===== src/sv/gaussian_blur_5x5_stream_unit_macros.svh =====
// Assertion macros shared by the 5x5 Gaussian blur RTL.
// Stand-alone header: no dependencies. Each macro expects clk and rst_n in scope.
`ifndef GAUSSIAN_BLUR_5X5_STREAM_UNIT_MACROS_SVH
`define GAUSSIAN_BLUR_5X5_STREAM_UNIT_MACROS_SVH

// Same-cycle implication, checked outside reset.
`define GB5_ASSERT_SAME(label, ante, cons, msg) \
  label: assert property (@(posedge clk) disable iff (!rst_n) (ante) |-> (cons)) \
    else $error(msg);

// Next-cycle implication, checked outside reset.
`define GB5_ASSERT_NEXT(label, ante, cons, msg) \
  label: assert property (@(posedge clk) disable iff (!rst_n) (ante) |=> (cons)) \
    else $error(msg);

`endif


===== src/sv/gb5_pkg.sv =====
// Shared types, constants and the vertical kernel function of the 5x5 blur.
// No dependencies.
package gb5_pkg;

  localparam int PIX_W        = 8;
  localparam int KSIZE        = 5;
  localparam int HIST         = KSIZE - 1;
  localparam int ROW_LIMIT    = 1024;
  localparam int ROW_W        = 10;
  localparam int WIDTH_REG_W  = 10;
  localparam int HEIGHT_REG_W = 11;
  localparam int CFG_W        = 11;
  localparam int IDX_W        = 2;
  // One column weighted by 1 4 6 4 1 stays at or below 16 * 255.
  localparam int VSUM_W       = 12;
  // The full 5x5 sum stays below 256 * 256.
  localparam int HSUM_W       = 16;

  typedef logic [PIX_W-1:0] pix_t;
  typedef logic [KSIZE-1:0][PIX_W-1:0] column_t;

  typedef enum logic [IDX_W-1:0] {
    REG_IMAGE_WIDTH  = 2'd0,
    REG_IMAGE_HEIGHT = 2'd1
  } cfg_reg_t;

  // Binomial row of the kernel; the 2-D kernel is its outer product.
  localparam int unsigned BINOM [KSIZE] = '{1, 4, 6, 4, 1};

  // Weighted sum of one window column, oldest row first.
  function automatic logic [VSUM_W-1:0] vert_sum(input column_t col);
    logic [VSUM_W-1:0] acc;
    acc = '0;
    for (int k = 0; k < KSIZE; k++) begin
      acc = acc + VSUM_W'(col[k]) * VSUM_W'(BINOM[k]);
    end
    return acc;
  endfunction

endpackage


===== src/sv/gb5_sum_cell.sv =====
// One cell of the window chain: holds the vertical sum of one window column.
// Depends on gb5_pkg.
module gb5_sum_cell #(
  parameter int unsigned WEIGHT = 1
) (
  input  logic                        clk,
  input  logic                        shift_en,
  input  logic [gb5_pkg::VSUM_W-1:0]  vsum_in,
  output logic [gb5_pkg::VSUM_W-1:0]  vsum_out,
  output logic [gb5_pkg::HSUM_W-1:0]  weighted
);
  import gb5_pkg::*;

  logic [VSUM_W-1:0] vsum_r;

  // Take the neighbor's column sum whenever the window slides.
  always_ff @(posedge clk) begin
    if (shift_en) begin
      vsum_r <= vsum_in;
    end
  end

  assign vsum_out = vsum_r;

  // Horizontal weight of this cell's position; a small constant product.
  assign weighted = HSUM_W'(vsum_r) * HSUM_W'(WEIGHT);

endmodule


===== config.mk =====
export PLATFORM = sky130hd
export DESIGN_NAME = gb5_sum_cell
export DESIGN_NICKNAME = d
export VERILOG_FILES = /design/src/sv/gaussian_blur_5x5_stream_unit_macros.svh /design/src/sv/gb5_pkg.sv /design/src/sv/gb5_sum_cell.sv
export SDC_FILE = /design/constraint.sdc
export NUM_CORES = 1
export LEC_CHECK = 0
export BUFFER_PORTS_ARGS = -buffer_cell sky130_fd_sc_hd__buf_4
export CAP_MARGIN = 20
export CELL_PAD_IN_SITES_DETAIL_PLACEMENT = 0
export CELL_PAD_IN_SITES_GLOBAL_PLACEMENT = 1
export CORE_UTILIZATION = 23
export CTS_CLUSTER_SIZE = 24
export DETAILED_ROUTE_END_ITERATION = 7
export PLACE_DENSITY_LB_ADDON = 0.08
export SYNTH_ARGS = -nofsm -noshare
export SYNTH_HDL_FRONTEND = slang
export SYNTH_SLANG_ARGS = --single-unit
export TNS_END_PERCENT = 50

===== constraint.sdc =====
create_clock -name clk -period 0.8 [get_ports clk]
set_clock_uncertainty 0.2 [all_clocks]
set_input_delay 0.04 -clock clk [delete_from_list [all_inputs] [get_ports clk]]
set_output_delay 0.04 -clock clk [all_outputs]
set_load 0.02 [all_outputs]

==> results of run 1 <==
metal layers:
layer / wire, µm / part of all wire / GRT usage
met5: 0 / 0 / 0
met4: 0 / 0 / 0.0500
met3: 68 / 0.087 / 0.0340
met2: 489 / 0.63 / 0.116
met1: 222 / 0.28 / 0.0466
worst max path at each step:
stage              endpoint  cells after the start  slack [ns]                    from
3_3_place_gp    weighted[4]                      1        0.03   vsum_out[4]$_DFFE_PP_
2_1_floorplan   weighted[0]                      1        -0.1   vsum_out[0]$_DFFE_PP_
6_report        vsum_out[0]                      1       -0.28   vsum_out[0]$_DFFE_PP_
4_1_cts        vsum_out[11]                      1       -0.30  vsum_out[11]$_DFFE_PP_
5_1_grt        vsum_out[11]                      1       -0.32  vsum_out[11]$_DFFE_PP_
3_5_place_dp   vsum_out[11]                      1      -0.003  vsum_out[11]$_DFFE_PP_
cells in the final DEF, fill, tap and decap left out:
cell / instances
edfxtp_1: 12
clkbuf_4: 3
buf_4: 37
conb_1: 4
area by class of cell:
cell class,instances,share of cell area
Tap cell,27,0.0476
Clock buffer,3,0.0317
Sequential cell,12,0.508
Timing Repair Buffer,37,0.392
Multi-Input combinational cell,4,0.0212
power by group:
group	internal, mW	switching [mW]
registers	0.748	0.0248
logic	0.153	0.188
clock network	0.174	0.174
timing repair:
action                                 CTS  global route
pin swaps                                0             0
cloned                                   0             0
endpoints found under the hold margin   24            24
setup endpoints to repair               24            24
setup buffers                            0             0
metrics by stage:
step | TNS [ns] | instances
2_1_floorplan | -1.16 | 32
3_3_place_gp | 0 | 80
3_5_place_dp | -0.00371 | 80
4_1_cts | -6.77 | 83
5_1_grt | -7.27 | 83
6_report | -6.30 | 83
cells by family (layout without fill, tap and decap cells):
group                  after synthesis  in the layout  share of synthesized area
other                                1              4                    0.00774
DFF                                 12             12                      0.744
buffers and inverters               16             40                      0.248
==> impl_metrics.env, run 1 <==
export IMPL_status="complete, but fails checks"
export IMPL_violations="hold timing, setup timing"
export IMPL_synth_edff_count=12
export IMPL_path_class="reg2out"
export IMPL_multi_input_comb_area_um2=15.0
export IMPL_critical_path_slowest_cell="edfxtp_1"
export IMPL_drtIter0Drc=2
export IMPL_grt_overflow=0
export IMPL_finalNetCount=72
export IMPL_hold_path_end="vsum_out[5]$_DFFE_PP_"
export IMPL_synth_most_common_cell="buf_4"
export IMPL_peakVddDrop_uv=907
export IMPL_ioPinCount=42
export IMPL_yosys_area_top_type="edfxtp_1"
export IMPL_hold_depth=1
export IMPL_largest_reg_flops=12
export IMPL_worstPathMaxFanout=2
export IMPL_hold_violations=24
export IMPL_arrival_ns=0.84
export IMPL_p_leak_nw=0.322
export IMPL_drc=0
export IMPL_initial_core_util=0.247
export IMPL_ctsResizeCount=0
export IMPL_setup_slack_ns=-0.281
export IMPL_cp_required_ns=0.56
export IMPL_via_per_inst=3.60
export IMPL_n_fill_cell=203
export IMPL_cts_tree="done"
export IMPL_synth_area_um2=484
export IMPL_critPathCaptureType="primary output"
export IMPL_grt_max_degree=13
export IMPL_synthArstFlopShare=0
export IMPL_slew_violations=0
export IMPL_vias=299
export IMPL_grt_use_total=0.0631
export IMPL_port_buffers=37
export IMPL_dr_pass1_iters=2
export IMPL_postPlaceCellArea_um2=687
export IMPL_regArea_um2=360
export IMPL_fp_dieW_um=47.9
export IMPL_ys_top_cells_by_area="edfxtp_1 (74%), buf_4 (25%), conb_1 (0.78%)"
export IMPL_yosysUniqueCellTypes=3
export IMPL_timing_hold_ws_ns=-0.251
export IMPL_cts_buffers=3
export IMPL_final_antenna_net_count=0
export IMPL_fin_util=0.362
export IMPL_synth_cells=29
export IMPL_fin_crit_sh=1.35
export IMPL_drive_gt1_frac=0.714
export IMPL_die_height_um=47.9
export IMPL_fp_row_count=16
export IMPL_synth_seq_cells=12
export IMPL_synth_common_cells="buf_4 (16), edfxtp_1 (12), conb_1 (1)"
export IMPL_crit_buf_inv=1
export IMPL_antenna_found_initial=0
export IMPL_avgSynthCellArea_um2=16.7
export IMPL_clock_sinks=12
export IMPL_max_cap_viol_count=0
export IMPL_setup_viol=24
export IMPL_cp_cell_sequence="buf_4"
export IMPL_crit_path_max_incr_delay_ns=0.40
export IMPL_grt_pass1_vias=240
export IMPL_coreArea_um2=1960
export IMPL_wirelength_um=781
export IMPL_fmax_mhz=925
export IMPL_grt_pass1_wl_um=903
export IMPL_power_density_nw_per_um2=2060
export IMPL_dpl_worst_slack_ns=-0.00301
export IMPL_area_growth_pct=46.5
export IMPL_crit_family="flip-flops"
export IMPL_synthFlopType="edfxtp_1"
export IMPL_gp_congestion=0.539
export IMPL_htree_levels=1
export IMPL_cts_buffer_depth=2
export IMPL_cts_root_buf="clkbuf_4"
export IMPL_design_die_area_um2=2290
export IMPL_clk_pin_slew_ns=0.07
export IMPL_synth_warning_count=0
export IMPL_cp_start_kind="flop"
export IMPL_diodes=0
export IMPL_hold_start="vsum_in[5]"
export IMPL_netlist_area_leader_share=0.744
export IMPL_wire_per_inst_um=9.41
export IMPL_fin_area_um2=709
export IMPL_rsz0062_at_grt="true"
export IMPL_total_power_mw=1.46
export IMPL_finalCriticalPeriod_ns=1.08
export IMPL_hold_path_class="in2reg"
export IMPL_ys_seq_area_frac=0.744
No activity file was read; power rests on OpenSTA's default activity.
==> run 2, diff against run 1 <==
ABC_AREA = 1   (was unset)
CORE_MARGIN = 4   (was unset)
CORE_UTILIZATION = 27   (was 23)
clock period = 1.32 ns   (was 0.8 ns; I/O delays follow)
==> run 2 against run 1 <==
Net effect:
- the run now ends clean
- via count increased by 9.4%
- sequential power fell by 39%
- sequential share of layout area is 7.7 points lower
- die area increased by 11%
- combinational power down 30%
- final area rose by 18%
- largest cell class is now non-clock buffers
- critical path type unchanged
- total power fell by 37%
==> impl_metrics.env, run 2 (synthesis results as in run 1) <==
export IMPL_fin_util=0.490
export IMPL_timing_hold_ws_ns=0.314
export IMPL_drive_gt1_frac=0.580
export IMPL_setup_slack_ns=0.220
export IMPL_area_growth_pct=72.9
export IMPL_layout_commonest_cell="buf_4"
export IMPL_crit_path_max_incr_delay_ns=0.40
export IMPL_p_int_mw=0.676
export IMPL_dr_pass1_iters=3
export IMPL_p_sw_frac=0.264
export IMPL_crit_buf_inv=1
export IMPL_port_buffers=37
export IMPL_place_inst=78
export IMPL_fin_crit_sh=0.833
export IMPL_cp_required_ns=1.05
export IMPL_cts_buffer_depth=2
export IMPL_cts_root_buf="clkbuf_4"
export IMPL_critPathCaptureType="primary output"
export IMPL_hold_path_class="in2reg"
export IMPL_setup_tns_final_ns=0
export IMPL_htree_levels=1
export IMPL_grt_pass1_vias=345
export IMPL_fp_row_count=15
export IMPL_path_class="reg2out"
export IMPL_top_layer="met3"
export IMPL_slew_violations=0
export IMPL_wirelength_um=968
export IMPL_drc=0
export IMPL_wl_met3_um=79
export IMPL_antenna_found_initial=0
export IMPL_layout_common_cells="buf_4 (37), dlygate4sd3_1 (13), edfxtp_1 (12)"
export IMPL_gp_congestion=0.589
export IMPL_power_frac_comb=0.260
export IMPL_initial_core_util=0.284
export IMPL_hold_path_end="vsum_out[10]$_DFFE_PP_"
export IMPL_fp_dieW_um=50.4
export IMPL_grt_pass1_wl_um=1580
export IMPL_final_antenna_net_count=0
export IMPL_vias=327
export IMPL_setup_viol=0
export IMPL_power_switching_mw=0.243
export IMPL_crit_family="flip-flops"
export IMPL_grt_max_degree=13
export IMPL_cts_buffers=3
export IMPL_largest_reg_flops=12
export IMPL_diodes=0
export IMPL_rsz0062_at_grt="false"
export IMPL_design_die_area_um2=2540
export IMPL_coreArea_um2=1710
export IMPL_cp_start_kind="flop"
export IMPL_drtIter0Drc=3
export IMPL_ioPinCount=42
export IMPL_p_leak_nw=0.376
export IMPL_dpl_worst_slack_ns=0.505
export IMPL_arrival_ns=0.83
export IMPL_hold_violations=0
export IMPL_max_cap_viol_count=0
export IMPL_cts_tree="done"
export IMPL_total_power_mw=0.919
export IMPL_die_height_um=50.4
export IMPL_via_per_inst=3.48
export IMPL_clk_pin_slew_ns=0.07
export IMPL_finalNetCount=85
export IMPL_finalCriticalPeriod_ns=1.10
export IMPL_hold_start="vsum_in[10]"
export IMPL_grt_overflow=0
export IMPL_postPlaceCellArea_um2=684
export IMPL_grt_use_total=0.0865
export IMPL_clock_sinks=12
export IMPL_peakVddDrop_uv=569
export IMPL_worstPathMaxFanout=2
export IMPL_power_frac_clock=0.231
export IMPL_wire_per_inst_um=10.3
export IMPL_cp_cell_sequence="buf_4"
export IMPL_pwr_share_seq=0.509
export IMPL_hold_depth=2
export IMPL_route_met2_wl_um=606
export IMPL_power_density_nw_per_um2=1100
export IMPL_status="finished clean"
export IMPL_m1WireLength_um=282
export IMPL_post_cts_setup_buffers=0
export IMPL_fin_area_um2=837
export IMPL_critical_path_slowest_cell="edfxtp_1"
export IMPL_fmax_mhz=909
export IMPL_finalNonFillerCells=94
run 2: cell count changes in the layout (fill, tap and decap cells not counted):
cell | previous run | this run
dlygate4sd3_1 | 0 | 13
run 2: timing repair:
action / CTS / global route
endpoints found under the hold margin: 24 / 0
hold buffers: 13 / 0
endpoints found under the setup margin: 0 / 0
gates resized for setup: 0 / 0
run 2: power by group through the flow:
stage | clock, mW | sequential, mW | combinational (mW)
after floorplan | 0 | 0.514 | 0.0969
after global placement | 0 | 0.474 | 0.211
after detailed placement | 0 | 0.477 | 0.211
after CTS | 0.230 | 0.468 | 0.241
after global routing | 0.245 | 0.472 | 0.252
final | 0.212 | 0.468 | 0.239
run 2: worst max path at each step:
stage	slack (ns)	start	cells after the start	to
3_5_place_dp	0.50	vsum_out[6]$_DFFE_PP_	1	weighted[6]
5_1_grt	0.17	vsum_out[3]$_DFFE_PP_	1	vsum_out[3]
2_1_floorplan	0.39	vsum_out[0]$_DFFE_PP_	1	weighted[0]
6_report	0.22	vsum_out[5]$_DFFE_PP_	1	vsum_out[5]
3_3_place_gp	0.52	vsum_out[11]$_DFFE_PP_	1	vsum_out[11]
4_1_cts	0.20	vsum_out[7]$_DFFE_PP_	1	vsum_out[7]
run 2: area by class of cell:
cell class / instances / area [µm²]
Clock buffer: 3 / 22.5
Tap cell: 25 / 31.3
Timing Repair Buffer: 50 / 408
Multi-Input combinational cell: 4 / 15.0
Fill cell: 147 / 871
Sequential cell: 12 / 360
run 2: per-layer routing:
| layer | global-route usage | vias to the layer above |
|---|---|---|
| li1 | - | 158 |
| met1 | 0.0749 | 151 |
| met2 | 0.165 | 18 |
| met3 | 0.0297 | 0 |
| met4 | 0.0538 | 0 |
| met5 | 0 | - |
